===== src/hdl/plb_pkg.sv =====
// ----------------------------------------------------------------------------
// plb_pkg
// Shared types and constants of the price level depth book.
// ----------------------------------------------------------------------------
`default_nettype none

package plb_pkg;

    // Level counts and level indexes; wide enough for the deepest book supported.
    localparam int unsigned CNT_W = 6;

    typedef enum logic [1:0] {
        OP_NEW     = 2'd0,
        OP_CHANGE  = 2'd1,
        OP_DELETE  = 2'd2,
        OP_INVALID = 2'd3
    } t_op;

    typedef enum logic [2:0] {
        STS_APPLIED        = 3'd0,
        STS_DELETE_MISSING = 3'd1,
        STS_NEW_DUPLICATE  = 3'd2,
        STS_NEW_BEYOND     = 3'd3,
        STS_CHANGE_MISSING = 3'd4,
        STS_INVALID        = 3'd5
    } t_status;

    typedef enum logic [1:0] {
        ST_IDLE,
        ST_APPLY,
        ST_RESP
    } t_state;

    typedef enum logic [2:0] {
        ACT_NONE,
        ACT_CMP,
        ACT_INS,
        ACT_DEL,
        ACT_CHG
    } t_cell_act;

    typedef struct packed {
        t_cell_act          act;
        logic [1:0]         book;
        logic [CNT_W-1:0]   idx;
        logic [CNT_W-1:0]   hi;
        logic signed [63:0] price;
        logic [30:0]        qty;
    } t_cell_cmd;

endpackage

`default_nettype wire


===== src/hdl/plb_cell.sv =====
// ----------------------------------------------------------------------------
// plb_cell
// One price level of every book; shifts with its neighbors on insert/delete.
// ----------------------------------------------------------------------------
`default_nettype none

module plb_cell #(
    parameter int NUM_BOOKS = 4,
    parameter int CELL_IDX  = 0
) (
    input  wire                      i_clk,
    input  plb_pkg::t_cell_cmd       i_cmd,
    input  wire signed [63:0]        i_left_price,
    input  wire [30:0]               i_left_qty,
    input  wire signed [63:0]        i_right_price,
    input  wire [30:0]               i_right_qty,
    output logic signed [63:0]       o_price,
    output logic [30:0]              o_qty,
    output logic                     o_eq
);

    localparam int unsigned CW = plb_pkg::CNT_W;
    localparam logic [CW-1:0] MY_IDX = CW'(CELL_IDX);

    logic signed [63:0] r_price [NUM_BOOKS];
    logic [30:0]        r_qty   [NUM_BOOKS];
    logic               r_eq;

    logic at_idx;
    logic past_idx;
    logic le_hi;
    logic lt_hi;

    assign at_idx   = (i_cmd.idx == MY_IDX);
    assign past_idx = (MY_IDX > i_cmd.idx);
    assign le_hi    = (MY_IDX <= i_cmd.hi);
    assign lt_hi    = (MY_IDX < i_cmd.hi);

    always_comb begin
        o_price = '0;
        o_qty   = '0;
        for (int b = 0; b < NUM_BOOKS; b++) begin
            if (32'(i_cmd.book) == b) begin
                o_price = r_price[b];
                o_qty   = r_qty[b];
            end
        end
    end

    always_ff @(posedge i_clk) begin
        for (int b = 0; b < NUM_BOOKS; b++) begin
            if (32'(i_cmd.book) == b) begin
                case (i_cmd.act)
                    plb_pkg::ACT_INS: begin
                        if (at_idx) begin
                            r_price[b] <= i_cmd.price;
                            r_qty[b]   <= i_cmd.qty;
                        end else if (past_idx && le_hi) begin
                            r_price[b] <= i_left_price;
                            r_qty[b]   <= i_left_qty;
                        end
                    end
                    plb_pkg::ACT_DEL: begin
                        if ((at_idx || past_idx) && lt_hi) begin
                            r_price[b] <= i_right_price;
                            r_qty[b]   <= i_right_qty;
                        end
                    end
                    plb_pkg::ACT_CHG: begin
                        if (at_idx) begin
                            r_qty[b] <= i_cmd.qty;
                        end
                    end
                    default: ;
                endcase
            end
        end
        if (i_cmd.act == plb_pkg::ACT_CMP) begin
            r_eq <= (o_price == i_cmd.price);
        end
    end

    assign o_eq = r_eq;

endmodule

`default_nettype wire


===== config.mk =====
export PLATFORM = sky130hd
export DESIGN_NAME = plb_cell
export DESIGN_NICKNAME = d
export VERILOG_FILES = /design/src/hdl/plb_pkg.sv /design/src/hdl/plb_cell.sv
export SDC_FILE = /design/constraint.sdc
export NUM_CORES = 1
export LEC_CHECK = 0
export CAP_MARGIN = 10
export CORE_UTILIZATION = 45
export CTS_CLUSTER_SIZE = 24
export DETAILED_ROUTE_END_ITERATION = 8
export DONT_BUFFER_PORTS = 1
export HOLD_SLACK_MARGIN = 0.1
export PLACE_DENSITY = 0.66
export SETUP_SLACK_MARGIN = 0.3
export SLEW_MARGIN = 20
export SYNTH_ARGS = -nofsm -noshare
export SYNTH_HDL_FRONTEND = slang
export SYNTH_SLANG_ARGS = --single-unit

===== constraint.sdc =====
create_clock -name i_clk -period 11.2 [get_ports i_clk]
set_input_delay 3.36 -clock i_clk [delete_from_list [all_inputs] [get_ports i_clk]]
set_output_delay 3.36 -clock i_clk [all_outputs]
set_load 0.01 [all_outputs]

Yosys cells after proc, flatten, opt, wreduce, memory -nomap -nowiden
Memories as Yosys holds them, arrays and structs flattened.
Cells that the tools add are included.
- register bits after elaboration: 1
- latch bits: 0
- bits in writable memories: 380
- bits in read-only memories: 0
- output and inout port bits: 96
- logic and storage cells: 131
- memories: 2
- memories (name ; words ; width ; read ports ; clocked after memory_dff ; write ports ; RTL line ; RTL):
    r_price ; 4 ; 64 ; 4 ; 0 ; 1 ; plb_cell.sv:25 ; logic signed [63:0] r_price [NUM_BOOKS];
    r_qty ; 4 ; 31 ; 4 ; 0 ; 1 ; plb_cell.sv:26 ; logic [30:0] r_qty [NUM_BOOKS];
- add/sub/neg operators: 0
- $mul: 0
- div/mod/pow operators: 0
- order comparisons: 3
- equal/unequal tests: 8
- shift operators: 0
- muxes and demuxes: 86
- bitwise gates (word level): 20
- reduce and logical (&&, ||, !) cells: 11
- operators with widths (kind ; count):
    64-bit two-way mux ; 15
    31-bit two-way mux ; 19
    64-bit OR reduction ; 3
    31-bit OR reduction ; 3
    64-bit equality test ; 1
    1-bit two-way mux ; 46
    1-bit OR ; 20
    2-bit two-way mux ; 6
    3-bit by 2-bit equality test with 1-bit output, second input constant ; 2
    1-bit by 6-bit greater-than comparator with 1-bit output, first input constant ; 1
    1-bit by 6-bit <= comparator with 1-bit output, first input constant ; 1
    6-bit logical NOT ; 1
    1-bit by 6-bit < comparator with 1-bit output, first input constant ; 1
    2-bit equality test, second input constant ; 2
    3-bit by 1-bit equality test with 1-bit output, second input constant ; 1
    3-bit equality test, second input constant ; 1
    2-bit by 1-bit equality test with 1-bit output, second input constant ; 1
    1-bit logical AND ; 2
    2-bit logical NOT ; 1
    1-bit logical OR ; 1

Longest topological paths before layout
- word-level depth: 14
- mapped depth: 8

Least setup slack after synthesis
No wires, ideal clock.
- kind: in2reg
- start: in i_cmd[104] in the netlist's numbering
- end: mem r_price[0][0], enable pin
- library setup time: 0.565 ns
- arrival: 8.463 ns
- data required time: 10.635 ns
- slack: 2.172 ns
- cell stages on the path: 5
- buffers on the path: 0
- cells stage by stage: nor4_1 nand2_1 nor3_2 nor2_1 nor3_1
- cells in the longest elaborated chain, start to end: 13
- elaborated cells on any way between the ends: 53
- RTL lines (element ; RTL line ; RTL):
    start, declared ; plb_cell.sv:12 ; input plb_pkg::t_cell_cmd i_cmd,
    1-bit by 6-bit greater-than comparator with 1-bit output ; plb_cell.sv:35 ; assign past_idx = (MY_IDX > i_cmd.idx);
    1-bit logical AND ; plb_cell.sv:58 ; end else if (past_idx && le_hi) begin
    1-bit two-way mux ; plb_cell.sv:58 ;
    1-bit two-way mux ; plb_cell.sv:55 ; if (at_idx) begin
    1-bit two-way mux ; plb_cell.sv:53 ; case (i_cmd.act)
    1-bit two-way mux ; plb_cell.sv:52 ; if (32'(i_cmd.book) == b) begin
    1-bit two-way mux (implied by the code) ; plb_cell.sv:59 ; r_price[b] <= i_left_price;
    1-bit OR (no source line) (2 in a row) ; - ;
    64-bit OR reduction (no source line) ; - ;
    2-bit two-way mux (no source line) or 1-bit two-way mux (tied branches) (3 in a row) ; - ;
    end, declared ; plb_cell.sv:25 ;
Parallel ways exist; a longest one is shown, timed or not.

Worst setup path after layout
- start: in i_cmd[107] in the netlist's numbering
- end: out o_price[53]
- cells in the longest elaborated chain, start to end: 5
- elaborated cells on any way between the ends: 8
- RTL lines (element ; RTL line ; RTL):
    2-bit logical NOT ; plb_cell.sv:43 ; if (32'(i_cmd.book) == b) begin
    64-bit two-way mux (3 in a row) ; plb_cell.sv:43 ;
    64-bit two-way mux (*) ; plb_cell.sv:43 ;
    end, declared ; plb_cell.sv:17 ; output logic signed [63:0] o_price,
Mark *: on every way between the ends. The rest lies on a longest branch, timed or not.

==> flow_summary.json <==
{
  "start_kind": "input port",
  "ys.flop_type": "edfxtp_1",
  "synth_top_area_share_pct": 58.6,
  "start_util_pct": 46.0,
  "antenna_found_initial": 0,
  "vias": 9661,
  "synth_cell_type_count": 24,
  "drt-total-wl_mm": 48.1,
  "fp.dieH_um": 210,
  "drt_iter0_drc": 622,
  "cts_tree": "done",
  "hold_class": "reg -> reg",
  "die_w_um": 210,
  "grt_usage_pct": 21.8,
  "power_w": 0.00305,
  "slowest_stage": "mux4_2",
  "numCtsBuffers": 43,
  "cp_cell_sequence": "mux4_2",
  "synth_fp_nets": 1338,
  "clkTransAtPathRegs_ns": 0.06,
  "synth-seq-cells": 381,
  "critPathKind": "in -> out",
  "dpl.hpwl_mm": 28.9,
  "leakagePower_nw": 7.25,
  "drive_above_1_share_pct": 52.4,
  "r2r-start": "r_price[0][21]$_DFFE_PP_",
  "clockBufferDepth": 3,
  "synth_most_common_cell": "edfxtp_1",
  "routed_via_density": 5.90,
  "finish.utilization_pct": 50.2,
  "fin_skew_ns": 0.0189,
  "arrival_ns": 4.17,
  "synth_edf_count": 381,
  "grt_first_pass_wirelength_mm": 69.7,
  "ys_top_cells_by_area": "edfxtp_1 (59%), mux2_2 (16%), mux4_2 (11%), mux2_4 (7.7%), xor2_1 (2.9%)",
  "grt_remaining_overflow": 0,
  "slew_headroom_pct": 27.0,
  "yosys-top-cells-count": "edfxtp_1 (381), mux2_2 (276), mux2_4 (100), mux4_2 (95), xor2_1 (64)",
  "cp_slowest_stage_delay_ns": 0.65,
  "postCtsSetupRepairBufs": 0,
  "reg2reg_to": "o_eq$_DFFE_PN_",
  "path_delay_family": "multiplexers",
  "core_area_mm2": 0.0424,
  "rsz0062_at_grt": "no",
  "p_per_area_mw_per_mm2": 143,
  "hold-path-endpoint": "o_eq$_DFFE_PN_",
  "hold_buffers": 0,
  "fin_crit_ns": 7.53,
  "rows": 75,
  "yosys.area.top_type": "edfxtp_1",
  "path_buf_inv": 0,
  "fin_nets": 1331,
  "hold_start": "r_price[2][50]$_DFFE_PP_",
  "grt_start_max_net_pins": 102,
  "worstMarginPinSlew_ns": 1.10,
  "wire_per_inst_um": 29.4,
  "end_kind": "output pin",
  "synth.yosys.seq_area_share_pct": 58.6,
  "finalSetupViolations": 0,
  "drc": 0,
  "hold_depth": 5,
  "async_flop_share_pct": 0,
  "cts-htree-levels": 2,
  "slew_violations": 0,
  "boundaryPins": 399,
  "portBuffers": 0,
  "insertion_delay_ns": 0.56,
  "synth.avg_cell_area_um2": 18.9,
  "vdd_drop_max_mv": 0.0963,
  "syn_to_final_growth_pct": 9.07,
  "fin_setup_tns_ns": 0,
  "cap_violations": 0,
  "diodes": 0,
  "ant_nets": 0,
  "cts_resized": 0,
  "fin_cells": 1638,
  "reg2regPathDepth": 5,
  "root_buffer": "clkbuf_16",
  "run_status": "complete, no violations",
  "dieArea_mm2": 0.0442,
  "hold_violations": 0,
  "cp.required_ns": 7.84,
  "synth_area_mm2": 0.0195,
  "dpl.cell_count": 1559,
  "crit_fanout": 101,
  "gp_congestion": 0.757,
  "grt_pass1_vias": 10500,
  "firstDrtPassIters": 5,
  "fin_crit_sh_pct": 67.2,
  "yosys_warnings": 0,
  "cts_sinks": 381,
  "fmax_ghz": 0.133,
  "r2r_slack_ns": 8.25,
  "synthCells": 1035
}
routing by layer:
| metal | vias up | track usage, % | share of wire, % |
|---|---|---|---|
| met5 | - | 0 | 0 |
| met4 | 0 | 7.02 | 2.3 |
| met3 | 64 | 8.33 | 10 |
| met2 | 323 | 36.6 | 49 |
| met1 | 5057 | 25.9 | 38 |
| li1 | 4217 | - | - |
worst max path at each step:
stage | slack, ns | cells past startpoint | to | startpoint
after CTS | 3.81 | 1 | o_price[58] | i_cmd[107]
after detailed placement | 3.81 | 1 | o_price[58] | i_cmd[107]
after global placement | 3.82 | 1 | o_price[58] | i_cmd[107]
after global routing | 3.75 | 1 | o_price[58] | i_cmd[107]
final | 3.67 | 1 | o_price[53] | i_cmd[107]
after floorplan | 2.17 | 5 | r_price[0][0]$_DFFE_PP_ | i_cmd[104]
stage by stage:
| step | hold WS [ns] | setup WS, ns | area (µm²) |
|---|---|---|---|
| after detailed placement | 1.15 | 3.81 | 20000 |
| after global routing | 1.23 | 3.75 | 21300 |
| after CTS | 1.18 | 3.81 | 21300 |
| final | 1.17 | 3.67 | 21300 |
| after floorplan | 1.04 | 2.17 | 19500 |
| after global placement | 1.15 | 3.82 | 20000 |
placed cells by master (no fill, tap or decap), types with 2 or more instances in the layout:
cell	instances
edfxtp_1	381
mux2_2	276
mux2_4	100
mux4_2	95
xor2_1	64
clkbuf_16	44
nor4_1	17
clkinv_1	12
buf_4	12
clkinv_2	9
clkbuf_1	8
nor2_4	6
nor2_1	4
mux2_1	4
nand4_1	4
nor3_2	3
nand2b_1	2
nand2_1	2
nor3_1	2
or4_4	2
inv_6	2
power by group:
part	internal (W)	leakage, nW	switching [W]	total (W)
clock	0.000743	0.636	0.000562	0.00130
sequential	0.00157	3.42	0.000000629	0.00157
combinational	0.000104	3.19	0.0000671	0.000171
total	0.00242	7.25	0.000630	0.00305
area by class of cell:
class                   count  area (µm²)
fillers                  3541       21100
flip-flops and latches    381       11400
multi-input cells         589        7730
clock buffers              52        1130
well taps                 577         722
clock inverters            26         161
repair buffers             13         118
kinds of logic after synthesis:
group | share of synthesized area [%]
muxes | 34.8
DFF | 58.6
xor gates and xnor gates | 2.92
buffers and inverters | 2.24
and+or+nand+nor | 1.47
state kept, by name, summed over array words and instances (netlist names):
register / flops
r_qty: 124
o_eq: 1
r_price: 256
Note: power is estimated with default switching activity, not from simulation.
